### config.mk
export PLATFORM = sky130hd
export DESIGN_NAME = ffha_ctrl
export DESIGN_NICKNAME = d
export VERILOG_FILES = /design/src/design/first_fit_heap_allocator_macros.svh /design/src/design/ffha_pkg.sv /design/src/design/ffha_ctrl.sv
export SDC_FILE = /design/constraint.sdc
export NUM_CORES = 2
export LEC_CHECK = 0
export BUFFER_PORTS_ARGS = -buffer_cell sky130_fd_sc_hd__buf_4
export CAP_MARGIN = 20
export CORE_MARGIN = 2
export CORE_UTILIZATION = 41
export DETAILED_ROUTE_END_ITERATION = 8
export HOLD_SLACK_MARGIN = 0.1
export SYNTH_ARGS = -nofsm -noshare
export SYNTH_HDL_FRONTEND = slang
export SYNTH_SLANG_ARGS = --single-unit
### constraint.sdc
create_clock -name clk -period 10.5 [get_ports clk]
set_clock_uncertainty 0.05 [all_clocks]
set_input_delay 2.1 -clock clk [delete_from_list [all_inputs] [get_ports clk]]
set_output_delay 2.1 -clock clk [all_outputs]
set_load 0.02 [all_outputs]
### src/design/first_fit_heap_allocator_macros.svh
`ifndef FIRST_FIT_HEAP_ALLOCATOR_MACROS_SVH
`define FIRST_FIT_HEAP_ALLOCATOR_MACROS_SVH
`ifndef NO_ASSERTIONS
`define FFHA_ASSERT_IMPL(label, clk, rst, a, c) \
  label: assert property (@(posedge clk) disable iff (rst) (a) |-> (c)) \
    else $error("assertion failed");
`define FFHA_ASSERT_NEXT(label, clk, rst, a, c) \
  label: assert property (@(posedge clk) disable iff (rst) (a) |=> (c)) \
    else $error("assertion failed");
`else
`define FFHA_ASSERT_IMPL(label, clk, rst, a, c)
`define FFHA_ASSERT_NEXT(label, clk, rst, a, c)
`endif
`endif

### src/design/ffha_pkg.sv
package ffha_pkg;
  localparam int HEAP_WORDS = 8192;
  localparam int INITIAL_REGION_BYTES = 1024;
  localparam int AW = $clog2(HEAP_WORDS);
  localparam logic [31:0] REGION = 32'(INITIAL_REGION_BYTES) & ~32'h7;
  localparam logic [31:0] CAP = (HEAP_WORDS * 8 < 65536) ? 32'(HEAP_WORDS * 8) : 32'd65536;
  localparam logic [31:0] MIN_BLK = 32'd32;
  localparam logic [31:0] TAG = 32'd8;
  localparam logic [31:0] MAX_STEPS = 32'(HEAP_WORDS);

  typedef enum logic [1:0] {
    ALU_NONE, ALU_SET, ALU_CLR
  } alu_t;

  // command from controller to datapath
  typedef struct packed {
    logic        rd_en;
    logic [31:0] rd_addr;
    logic        wr_en;
    logic [31:0] wr_addr;
    logic [31:0] wr_data;
  } mem_cmd_t;

  function automatic logic [AW-1:0] slot(input logic [31:0] off);
    slot = off[AW+2:3];
  endfunction
endpackage

### src/design/ffha_ctrl.sv
module ffha_ctrl (
  input  logic               clk,
  input  logic               rst,
  input  logic               in_valid,
  output logic               in_ready,
  input  logic               func,
  input  logic [15:0]        request_size,
  input  logic [15:0]        free_offset,
  output logic               out_valid,
  input  logic               out_ready,
  output logic [15:0]        payload_offset,
  output logic               status,
  output ffha_pkg::mem_cmd_t cmd,
  input  logic [31:0]        rdata,
  output logic               busy
);
  // Micro-op sequencer: each read has an issue state followed by a wait state.
  typedef enum logic [5:0] {
    S_CLEAR, S_INIT, S_IDLE,
    M_RHDR, M_WHDR, M_RPF, M_WPF, M_RNH, M_WNH, M_DEC,
    M_UL_RN, M_UL_WN, M_UL_RP, M_UL_WP, M_UL_W1, M_UL_W2, M_UL_RET,
    M_ST1, M_ST2, M_PU_R, M_PU_W, M_PU_W1, M_PU_W2, M_PU_W3, M_PU_W4,
    M_CF_R, M_CF_W, M_CF_W2,
    F_RFIRST, F_WFIRST, F_RHDR, F_WHDR, F_RNX, F_WNX, F_FOUND, F_RFT, F_WFT, F_WFT2,
    A_GROW, A_G1, A_G2, A_G3, A_RB, A_WB, A_SPLIT, A_S1, A_S2, A_S3, A_S4, A_DONE,
    S_OUT
  } state_t;

  localparam int AW_C = ffha_pkg::AW;

  state_t      st;
  state_t      ret, ul_ret;
  logic [31:0] b, bsize, hdr, pf, nh, pb, nx, pv, first, asize, blk, steps, ul_b, t;
  logic [31:0] heap_top, end_mark;
  logic [AW_C-1:0] clr;

  assign in_ready = (st == S_IDLE);
  assign busy = (st != S_IDLE);

  always_ff @(posedge clk) begin
    cmd.rd_en <= 1'b0;
    cmd.wr_en <= 1'b0;
    if (rst) begin
      st <= S_CLEAR;
      clr <= '0;
      out_valid <= 1'b0;
      heap_top <= ffha_pkg::REGION + 32'd48;
      end_mark <= ffha_pkg::REGION + 32'd32;
    end else begin
      unique case (st)
        S_CLEAR: begin
          cmd.wr_en <= 1'b1;
          cmd.wr_addr <= {{(29-AW_C){1'b0}}, clr, 3'b0};
          cmd.wr_data <= '0;
          clr <= clr + 1'b1;
          if (&clr) begin
            st <= S_INIT;
            t <= '0;
          end
        end
        S_INIT: begin
          cmd.wr_en <= 1'b1;
          t <= t + 1;
          unique case (t[2:0])
            3'd0: begin cmd.wr_addr <= 32'd0; cmd.wr_data <= 32'd1; end
            3'd1: begin cmd.wr_addr <= 32'd8; cmd.wr_data <= 32'd32; end
            3'd2: begin cmd.wr_addr <= 32'd16; cmd.wr_data <= 32'd32; end
            3'd3: begin cmd.wr_addr <= 32'd24; cmd.wr_data <= 32'd1; end
            3'd4: begin cmd.wr_addr <= 32'd32; cmd.wr_data <= ffha_pkg::REGION; end
            3'd5: begin
              cmd.wr_addr <= 32'd24 + ffha_pkg::REGION; cmd.wr_data <= ffha_pkg::REGION;
            end
            3'd6: begin cmd.wr_addr <= 32'd40; cmd.wr_data <= 32'd0; end
            default: begin
              cmd.wr_addr <= 32'd32 + ffha_pkg::REGION; cmd.wr_data <= 32'd1;
              st <= S_IDLE;
            end
          endcase
        end
        S_IDLE: begin
          if (in_valid) begin
            payload_offset <= '0;
            status <= 1'b0;
            if (func) begin
              b <= {16'd0, free_offset} - ffha_pkg::TAG;
              ret <= S_OUT;
              st <= M_RHDR;
            end else begin
              asize <= ({16'd0, request_size} + 32'd47) & ~32'h7;
              steps <= '0;
              st <= F_RFIRST;
            end
          end
        end
        // ---- merge_free(b), returns to ret
        M_RHDR: begin cmd.rd_en <= 1'b1; cmd.rd_addr <= b; st <= M_WHDR; end
        M_WHDR: st <= M_RPF;
        M_RPF: begin
          hdr <= rdata; bsize <= rdata & ~32'h7;
          cmd.rd_en <= 1'b1; cmd.rd_addr <= b - ffha_pkg::TAG; st <= M_WPF;
        end
        M_WPF: st <= M_RNH;
        M_RNH: begin
          pf <= rdata;
          cmd.rd_en <= 1'b1; cmd.rd_addr <= b + bsize; st <= M_WNH;
        end
        M_WNH: st <= M_DEC;
        M_DEC: begin
          nh <= rdata;
          if (!pf[0]) begin
            pb <= b - (pf & ~32'h7);
            ul_b <= b - (pf & ~32'h7);
            bsize <= bsize + (pf & ~32'h7);
            ul_ret <= M_ST1;
            st <= M_UL_RN;
          end else if (!rdata[0]) begin
            pb <= b;
            ul_b <= b + bsize;
            bsize <= bsize + (rdata & ~32'h7);
            ul_ret <= M_ST2;
            st <= M_UL_RN;
          end else begin
            pb <= b;
            cmd.wr_en <= 1'b1; cmd.wr_addr <= b; cmd.wr_data <= hdr & ~32'h1;
            cmd.rd_en <= 1'b1; cmd.rd_addr <= b + bsize - ffha_pkg::TAG;
            st <= M_CF_R;
          end
        end
        M_CF_R: st <= M_CF_W;
        M_CF_W: begin
          cmd.wr_en <= 1'b1; cmd.wr_addr <= b + bsize - ffha_pkg::TAG;
          cmd.wr_data <= rdata & ~32'h1;
          st <= M_PU_R;
        end
        M_ST1: begin
          if (!nh[0]) begin
            ul_b <= b + (hdr & ~32'h7);
            bsize <= bsize + (nh & ~32'h7);
            ul_ret <= M_ST2;
            st <= M_UL_RN;
          end else begin
            st <= M_ST2;
          end
        end
        M_ST2: begin
          cmd.wr_en <= 1'b1; cmd.wr_addr <= pb; cmd.wr_data <= bsize;
          st <= M_CF_W2;
        end
        M_CF_W2: begin
          cmd.wr_en <= 1'b1; cmd.wr_addr <= pb + bsize - ffha_pkg::TAG; cmd.wr_data <= bsize;
          st <= M_PU_R;
        end
        M_PU_R: begin cmd.rd_en <= 1'b1; cmd.rd_addr <= 32'd8; st <= M_PU_W; end
        M_PU_W: st <= M_PU_W1;
        M_PU_W1: begin
          first <= rdata;
          cmd.wr_en <= 1'b1; cmd.wr_addr <= pb + 32'd8; cmd.wr_data <= rdata;
          st <= M_PU_W2;
        end
        M_PU_W2: begin
          cmd.wr_en <= 1'b1; cmd.wr_addr <= pb + 32'd16; cmd.wr_data <= '0;
          st <= M_PU_W3;
        end
        M_PU_W3: begin
          cmd.wr_en <= 1'b1; cmd.wr_addr <= first + 32'd16; cmd.wr_data <= pb;
          st <= M_PU_W4;
        end
        M_PU_W4: begin
          cmd.wr_en <= 1'b1; cmd.wr_addr <= 32'd8; cmd.wr_data <= pb;
          st <= ret;
        end
        // ---- unlink(ul_b), returns to ul_ret
        M_UL_RN: begin cmd.rd_en <= 1'b1; cmd.rd_addr <= ul_b + 32'd8; st <= M_UL_WN; end
        M_UL_WN: st <= M_UL_RP;
        M_UL_RP: begin
          nx <= rdata;
          cmd.rd_en <= 1'b1; cmd.rd_addr <= ul_b + 32'd16; st <= M_UL_WP;
        end
        M_UL_WP: st <= M_UL_W1;
        M_UL_W1: begin
          pv <= rdata;
          cmd.wr_en <= 1'b1; cmd.wr_addr <= rdata + 32'd8; cmd.wr_data <= nx;
          st <= M_UL_W2;
        end
        M_UL_W2: begin
          cmd.wr_en <= 1'b1; cmd.wr_addr <= nx + 32'd16; cmd.wr_data <= pv;
          st <= ul_ret;
        end
        M_UL_RET: st <= ul_ret;
        // ---- first fit
        F_RFIRST: begin cmd.rd_en <= 1'b1; cmd.rd_addr <= 32'd8; st <= F_WFIRST; end
        F_WFIRST: st <= F_RHDR;
        F_RHDR: begin
          b <= rdata;
          if (steps >= ffha_pkg::MAX_STEPS || rdata == '0) begin
            st <= A_GROW;
          end else begin
            cmd.rd_en <= 1'b1; cmd.rd_addr <= rdata; st <= F_WHDR;
          end
        end
        F_WHDR: st <= F_RNX;
        F_RNX: begin
          hdr <= rdata;
          if (!rdata[0] && (rdata & ~32'h7) >= asize) begin
            ul_b <= b; ul_ret <= F_FOUND; st <= M_UL_RN;
          end else begin
            cmd.rd_en <= 1'b1; cmd.rd_addr <= b + 32'd8; st <= F_WNX;
            steps <= steps + 1;
          end
        end
        F_WNX: st <= F_RHDR;
        F_FOUND: begin
          blk <= b;
          cmd.wr_en <= 1'b1; cmd.wr_addr <= b; cmd.wr_data <= hdr | 32'h1;
          cmd.rd_en <= 1'b1; cmd.rd_addr <= b + (hdr & ~32'h7) - ffha_pkg::TAG;
          st <= F_RFT;
        end
        F_RFT: st <= F_WFT;
        F_WFT: begin
          cmd.wr_en <= 1'b1; cmd.wr_addr <= blk + (hdr & ~32'h7) - ffha_pkg::TAG;
          cmd.wr_data <= rdata | 32'h1;
          st <= F_WFT2;
        end
        F_WFT2: st <= A_RB;
        // ---- grow
        A_GROW: begin
          if (heap_top + asize > ffha_pkg::CAP) begin
            status <= 1'b1; st <= S_OUT;
          end else begin
            blk <= end_mark;
            cmd.wr_en <= 1'b1; cmd.wr_addr <= end_mark; cmd.wr_data <= asize | 32'h1;
            st <= A_G1;
          end
        end
        A_G1: begin
          cmd.wr_en <= 1'b1; cmd.wr_addr <= blk + asize - ffha_pkg::TAG;
          cmd.wr_data <= asize | 32'h1;
          end_mark <= (blk + asize) & 32'h1FFFF;
          st <= A_G2;
        end
        A_G2: begin
          cmd.wr_en <= 1'b1; cmd.wr_addr <= end_mark; cmd.wr_data <= 32'd1;
          heap_top <= (heap_top + asize) & 32'h1FFFF;
          st <= A_G3;
        end
        A_G3: st <= A_RB;
        A_RB: begin cmd.rd_en <= 1'b1; cmd.rd_addr <= blk; st <= A_WB; end
        A_WB: st <= A_SPLIT;
        A_SPLIT: begin
          t <= rdata & ~32'h7;
          if ((rdata & ~32'h7) >= asize + ffha_pkg::MIN_BLK) begin
            cmd.wr_en <= 1'b1; cmd.wr_addr <= blk; cmd.wr_data <= asize | 32'h1;
            st <= A_S1;
          end else begin
            st <= A_DONE;
          end
        end
        A_S1: begin
          cmd.wr_en <= 1'b1; cmd.wr_addr <= blk + asize - ffha_pkg::TAG;
          cmd.wr_data <= asize | 32'h1;
          st <= A_S2;
        end
        A_S2: begin
          cmd.wr_en <= 1'b1; cmd.wr_addr <= blk + asize; cmd.wr_data <= t - asize;
          st <= A_S3;
        end
        A_S3: begin
          cmd.wr_en <= 1'b1; cmd.wr_addr <= blk + t - ffha_pkg::TAG;
          cmd.wr_data <= t - asize;
          b <= blk + asize;
          ret <= A_DONE;
          st <= A_S4;
        end
        A_S4: st <= M_RHDR;
        A_DONE: begin
          payload_offset <= 16'(blk + ffha_pkg::TAG);
          st <= S_OUT;
        end
        S_OUT: begin
          if (out_valid && out_ready) begin
            out_valid <= 1'b0;
            st <= S_IDLE;
          end else begin
            out_valid <= 1'b1;
          end
        end
        default: st <= S_IDLE;
      endcase
    end
  end
endmodule

Word-level counts from Yosys, hierarchy flattened
Cells that the tools add are included.
- bitwise gates (word level): 2
- equal/unequal tests: 73
- mux-type cells: 57
- $lt $le $gt $ge: 4
- add/sub/neg operators: 34
- reductions and logical operators: 46
- operators by type and width (cell ; number):
    65-bit case mux with 20 select lines ; 1
    32-bit 2-to-1 mux ; 15
    32-bit case mux with 3 select lines ; 4
    33-bit case mux with 11 select lines ; 1
    43-bit case mux with 7 select lines ; 1
    32-bit adder ; 9
    6-bit case mux with 47 select lines ; 1
    32-bit by 4-bit subtractor with 32-bit output (second input constant) ; 7
    98-bit 2-to-1 mux ; 2
    65-bit 2-to-1 mux ; 2
    32-bit by 4-bit adder with 32-bit output (second input constant) ; 4
    32-bit by 5-bit adder with 32-bit output (second input constant) ; 4
    32-bit case mux with 2 select lines ; 2
    6-bit == test (second input constant) ; 19
    6-bit by 5-bit == test with 1-bit output (second input constant) ; 16
    6-bit 2-to-1 mux ; 12
    33-bit 2-to-1 mux ; 2
    32-bit by 1-bit adder with 32-bit output (second input constant) ; 2
    32-bit >= comparator ; 2
    32-bit subtractor ; 2
    6-bit by 4-bit == test with 1-bit output (second input constant) ; 8
    17-bit by 32-bit adder with 32-bit output ; 1
    32-bit by 6-bit adder with 32-bit output (second input constant) ; 1
    32-bit by 14-bit >= comparator with 1-bit output (second input constant) ; 1
    41 further kinds ; 97
- logic and storage cells: 244
- flip-flop bits (word level): 626
- output and inout port bits: 118
- input bits: 69

Logic depth before layout (Yosys ltp)
- word-level depth: 5
- depth in mapped cells: 23
- gate-level depth less buffers: 19

Least setup slack after synthesis
Ideal clock, no wire load.
- path kind: input to register
- from: input rdata[3]
- to: register cmd[0] (netlist bit) (enable)
- cell stages on the path: 11
- slack: 1.677 ns
- required time: 9.869 ns
- library setup time: 0.581 ns
- arrival time: 8.191 ns
- path buffers: 1
- cells stage by stage: clkbuf_1 -> inv_1 -> ha_1 -> nor2b_1 -> o21ba_2 -> o21ai_0 -> o211ai_1 -> a21oi_1 -> o21ai_0 -> nor2_1 -> a211oi_1
- longest elaborated chain between the ends: 3
- ends and longest elaborated chain (item ; line ; text):
    from (decl) ; ffha_ctrl.sv:14 ; input logic [31:0] rdata,
    32-bit >= comparator ; ffha_ctrl.sv:251 ; if ((rdata & ~32'h7) >= asize + ffha_pkg::MIN_BLK) begin
    2-bit inequality test (no line) ; -- ;
    6-bit AND reduction (no line) ; -- ;
    to (decl) ; ffha_ctrl.sv:13 ; output ffha_pkg::mem_cmd_t cmd,
Every way passes these cells.
A chain may end at the register's enable or synchronous reset.

Worst setup path after layout
- from: register st[0]
- to: register bsize[31], data pin
- longest elaborated chain between the ends: 2
- elaborated cells on any way between the ends: 4
- those cells by class: eq/ne (3); mux (1)
- ends and longest elaborated chain (item ; line ; text):
    from (decl) ; ffha_ctrl.sv:31 ; state_t st;
    from (signal assigned) ; ffha_ctrl.sv:44 ; st <= S_CLEAR;
    from (signal assigned) ; ffha_ctrl.sv:57 ; st <= S_INIT;
    from (signal assigned) ; ffha_ctrl.sv:76 ; st <= S_IDLE;
    6-bit by 5-bit == test with 1-bit output (tied with other cells) ; ffha_ctrl.sv:50 ; unique case (st)
    32-bit case mux with 3 select lines (*) ; ffha_ctrl.sv:50 ;
    to (signal assigned) ; ffha_ctrl.sv:99 ; hdr <= rdata; bsize <= rdata & ~32'h7;
    to (signal assigned) ; ffha_ctrl.sv:113 ; bsize <= bsize + (pf & ~32'h7);
    to (signal assigned) ; ffha_ctrl.sv:119 ; bsize <= bsize + (rdata & ~32'h7);
    to (decl) ; ffha_ctrl.sv:33 ; logic [31:0] b, bsize, hdr, pf, nh, pb, nx, pv, first, asize, blk, steps, ul_b, t;
Mark *: on every way between the ends. The rest lies on a longest branch, timed or not.

==> impl_metrics.csv <==
group,metric,value,unit
routing,vias_per_cell,6.696,
final_layout,fillCellCount,11660,
sta,period_needed,6.261,ns
sta,setup_tns,0,ns
synth,synthArstFlopShare,0,%
synth,syn_nets,6160,
clock_tree,tritoncts,"yes",
clock_tree,post_cts_buffers,0,
power_and_ir_drop,p_leak,21.80,nW
final_layout,multiInputGateArea,29960,um2
sta,slew_headroom,16.25,%
global_route,track_usage,39.46,%
power_and_ir_drop,internal-power,4.166,mW
final_layout,largest_register_ff_count,98,
clock_tree,cts_root_buf,"clkbuf_16",
synth,synth-seq-cells,594,
setup_path,crit_type,"flip-flop to flip-flop",
sta,setup_viol,0,
floorplan,num_rows,127,
synth,yosysTopAreaCellShare,32.58,%
global_route,overflow,0,
clock_tree,htree_levels,3,
routing,drcViolationCount,1,
routing,ant_nets,0,
placed_design,dp_cells,7356,
floorplan,die_w,352.7,um
setup_path,critPathLaunchType,"flip-flop",
synth,synth_flop_cell,"edfxtp_1",
synth,synthCells,5710,
setup_path,critPathMaxFanout,40,
run_status,status,"finished with violations",
synth,synth_edf_count,541,
clock_tree,cts.path.max_buffers,3,
clock_tree,cts_buffers,74,
clock_tree,ctsHoldBuffers,0,
synth,ys_seq_area_share,34.71,%
global_route,grt_pass1_vias,45750,
floorplan,dieArea,124400,um2
global_route,antenna_found_initial,19,
power_and_ir_drop,p_seq_share,46.9,%
final_layout,fin_nets,6274,
synth,syn_area_per_cell,8.732,um2
synth,synth.most_common_cell,"nand2_1",
routing,routed_wl,254.7,mm
clock_tree,cts.sinks,594,
sta,hold_violations,0,
min_path,worstHoldEndpoint,"heap_top[13]",
sta,rsz0062_at_grt,"no",
routing,wl_per_cell,33.94,um
final_layout,regMostFlops,"cmd",
run_status,violations,"DRC",
clock_tree,ctsResizeCount,0,
final_layout,area_growth,12.32,%
floorplan,start_util,41.45,%
routing,drt_first_pass_iters,9,
synth,netlist_area,49860,um2
power_and_ir_drop,powerDensity,98.38,nW/um2
floorplan,die_y,352.7,um
power_and_ir_drop,comb_power_share,3.6,%
placed_design,gp_congestion,1.069,
setup_path,r2r_end,"bsize[31]",
synth,yosys-top-cells-count,"nand2_1 (548), edfxtp_1 (541), inv_1 (449)",
synth,yosysUniqueCellTypes,98,
final_layout,stdcell_count,7503,
power_and_ir_drop,switching_share,24.39,%
setup_path,worstReg2RegStart,"st[0]",
min_path,whs_path_depth,2,
min_path,min_from,"heap_top[13]",
global_route,grt_max_degree,86,
synth,synth.area.top_cells,"edfxtp_1 (33%), ha_1 (9.3%), xnor2_1 (5.3%)",
final_layout,drive_above_1_share,9.363,%
placed_design,pre_cts_ws,4.006,ns
sta,fin_crit_sh,59.63,%
clock_tree,clk_pin_slew,0.06,ns
power_and_ir_drop,clkPwrFrac,49.5,%
setup_path,endpoint_kind,"flip-flop",
setup_path,rrSetupSlack,4.24,ns
floorplan,ios,187,
sta,report.final.slew_viol_count,0,
power_and_ir_drop,ir_drop,127.6,uV
sta,fin_ws,4.239,ns
power_and_ir_drop,switchingPower,1.344,mW
routing,first_iter_violations,8652,
setup_path,worstRegToRegCells,20,
placed_design,portBuffers,186,
global_route,grt_pass1_wl,351.3,mm
min_path,hp-class,"flip-flop to flip-flop",
setup_path,cp.required,10.89,ns
placed_design,dp_hpwl,191.4,mm
final_layout,area.sequential,17310,um2
clock_tree,clock_latency,0.74,ns
sta,max_freq,159.7,MHz
sta,worst_slew_pin_slew,1.243,ns
setup_path,crit_arrival,6.65,ns
floorplan,core-area,120300,um2
synth,synth.largest_area_cell,"edfxtp_1",
run,maxCapViolCount,0,
synth,synth_warnings,0,
routing,vias,50240,
power by group through the flow:
stage	sequential, mW	combinational (mW)	clock (mW)
2_1_floorplan	2.64	0.0756	0
3_3_place_gp	2.63	0.192	0
3_5_place_dp	2.63	0.195	0
4_1_cts	2.58	0.195	2.73
5_1_grt	2.58	0.209	2.81
6_report	2.58	0.201	2.73
critical path, stage by stage (launching register included):
cell      delay (ns)
dfxtp_1         0.30
buf_4           0.37
inv_1           0.25
nor2_1          0.40
and3_2          0.24
buf_4           0.43
o21ai_0         0.20
ha_1            0.24
fa_1            0.41
a21o_1          0.18
a21oi_1         0.23
o21bai_1        0.11
a21o_1          0.23
a221o_1         0.40
o221a_2         0.39
o211a_1         0.30
a31o_2          0.28
or4_1           0.41
a31oi_1         0.23
xnor2_1         0.14
a21oi_1         0.08
layout make-up:
type                       instances  share of cell area, %
multi-input combinational       4365                  53.50
sequential                       594                  30.90
timing repair buffer             336                  4.529
tap                             1612                  3.602
clock buffer                      95                  3.483
inverter                         453                  3.036
clock inverter                    42                 0.9183
antenna                            6                0.02681
metal layers:
| layer | GRT usage (%) | part of all wire, % |
|---|---|---|
| met1 | 50.37 | 38 |
| met2 | 54.44 | 39 |
| met3 | 15.10 | 15 |
| met4 | 27.53 | 8.7 |
| met5 | 0 | 0.063 |
cell usage in the layout (no fill, tap or decap), types with 22 or more instances in the layout:
master / Yosys / final
o21a_1: 39 / 39
a22oi_1: 64 / 64
ha_1: 371 / 371
nor4_1: 48 / 46
nand2b_1: 57 / 57
mux2i_1: 51 / 51
clkbuf_16: 0 / 74
a21o_1: 130 / 130
nand3_1: 182 / 180
o21bai_1: 31 / 31
or3_1: 51 / 51
o2111ai_1: 26 / 25
dfxtp_1: 53 / 53
or2_2: 24 / 24
o221ai_1: 45 / 45
o21ai_0: 359 / 358
and3_1: 64 / 63
xor2_1: 187 / 187
nor2b_1: 50 / 50
o211ai_1: 44 / 44
nand4_1: 64 / 64
a21oi_1: 351 / 346
a211oi_1: 54 / 52
nor2_1: 428 / 416
a31oi_1: 34 / 34
nor3_1: 133 / 126
nand2_1: 548 / 547
and2_1: 47 / 46
inv_1: 449 / 449
o22ai_1: 30 / 30
a221o_1: 64 / 64
a221oi_1: 64 / 64
edfxtp_1: 541 / 541
xnor2_1: 301 / 301
buf_4: 0 / 331
a222oi_1: 105 / 105
a211o_1: 22 / 22
metrics by stage:
| stage | instance area (um2) | hold WS, ns | utilization, % | total power [mW] |
|---|---|---|---|---|
| finish | 56000 | 0.4095 | 46.56 | 5.509 |
| global route | 55990 | 0.4310 | 46.54 | 5.602 |
| global placement | 53480 | 0.3979 | 44.46 | 2.825 |
| CTS | 55960 | 0.4104 | 46.52 | 5.513 |
| floorplan | 49860 | 0.3897 | - | 2.716 |
| detailed placement | 53490 | 0.4031 | 44.47 | 2.828 |
worst max path at each step:
stage              start         to  cells past startpoint
2_1_floorplan   rdata[3]     cmd[0]                     11
3_3_place_gp   rdata[28]    cmd[13]                     11
3_5_place_dp    rdata[3]  bsize[31]                     17
4_1_cts            st[0]  bsize[31]                     20
5_1_grt            st[0]  bsize[31]                     20
6_report           st[0]  bsize[31]                     20
logic make-up (layout without fill, tap and decap cells):
| kind of cell | count (synthesis) | count (layout) | synth area share [%] |
|---|---|---|---|
| AO/OA/AOI/OAI | 1636 | 1636 | 22.70 |
| XOR/XNOR | 488 | 488 | 8.572 |
| adder cells (fa/ha/maj) | 381 | 381 | 9.711 |
| buffers and inverters | 751 | 926 | 5.676 |
| flip-flops | 594 | 594 | 34.71 |
| multiplexers | 58 | 58 | 1.182 |
| other | 0 | 6 | 0 |
| AND/OR/NAND/NOR | 1802 | 1802 | 17.45 |
No activity file was read; power rests on OpenSTA's default activity.
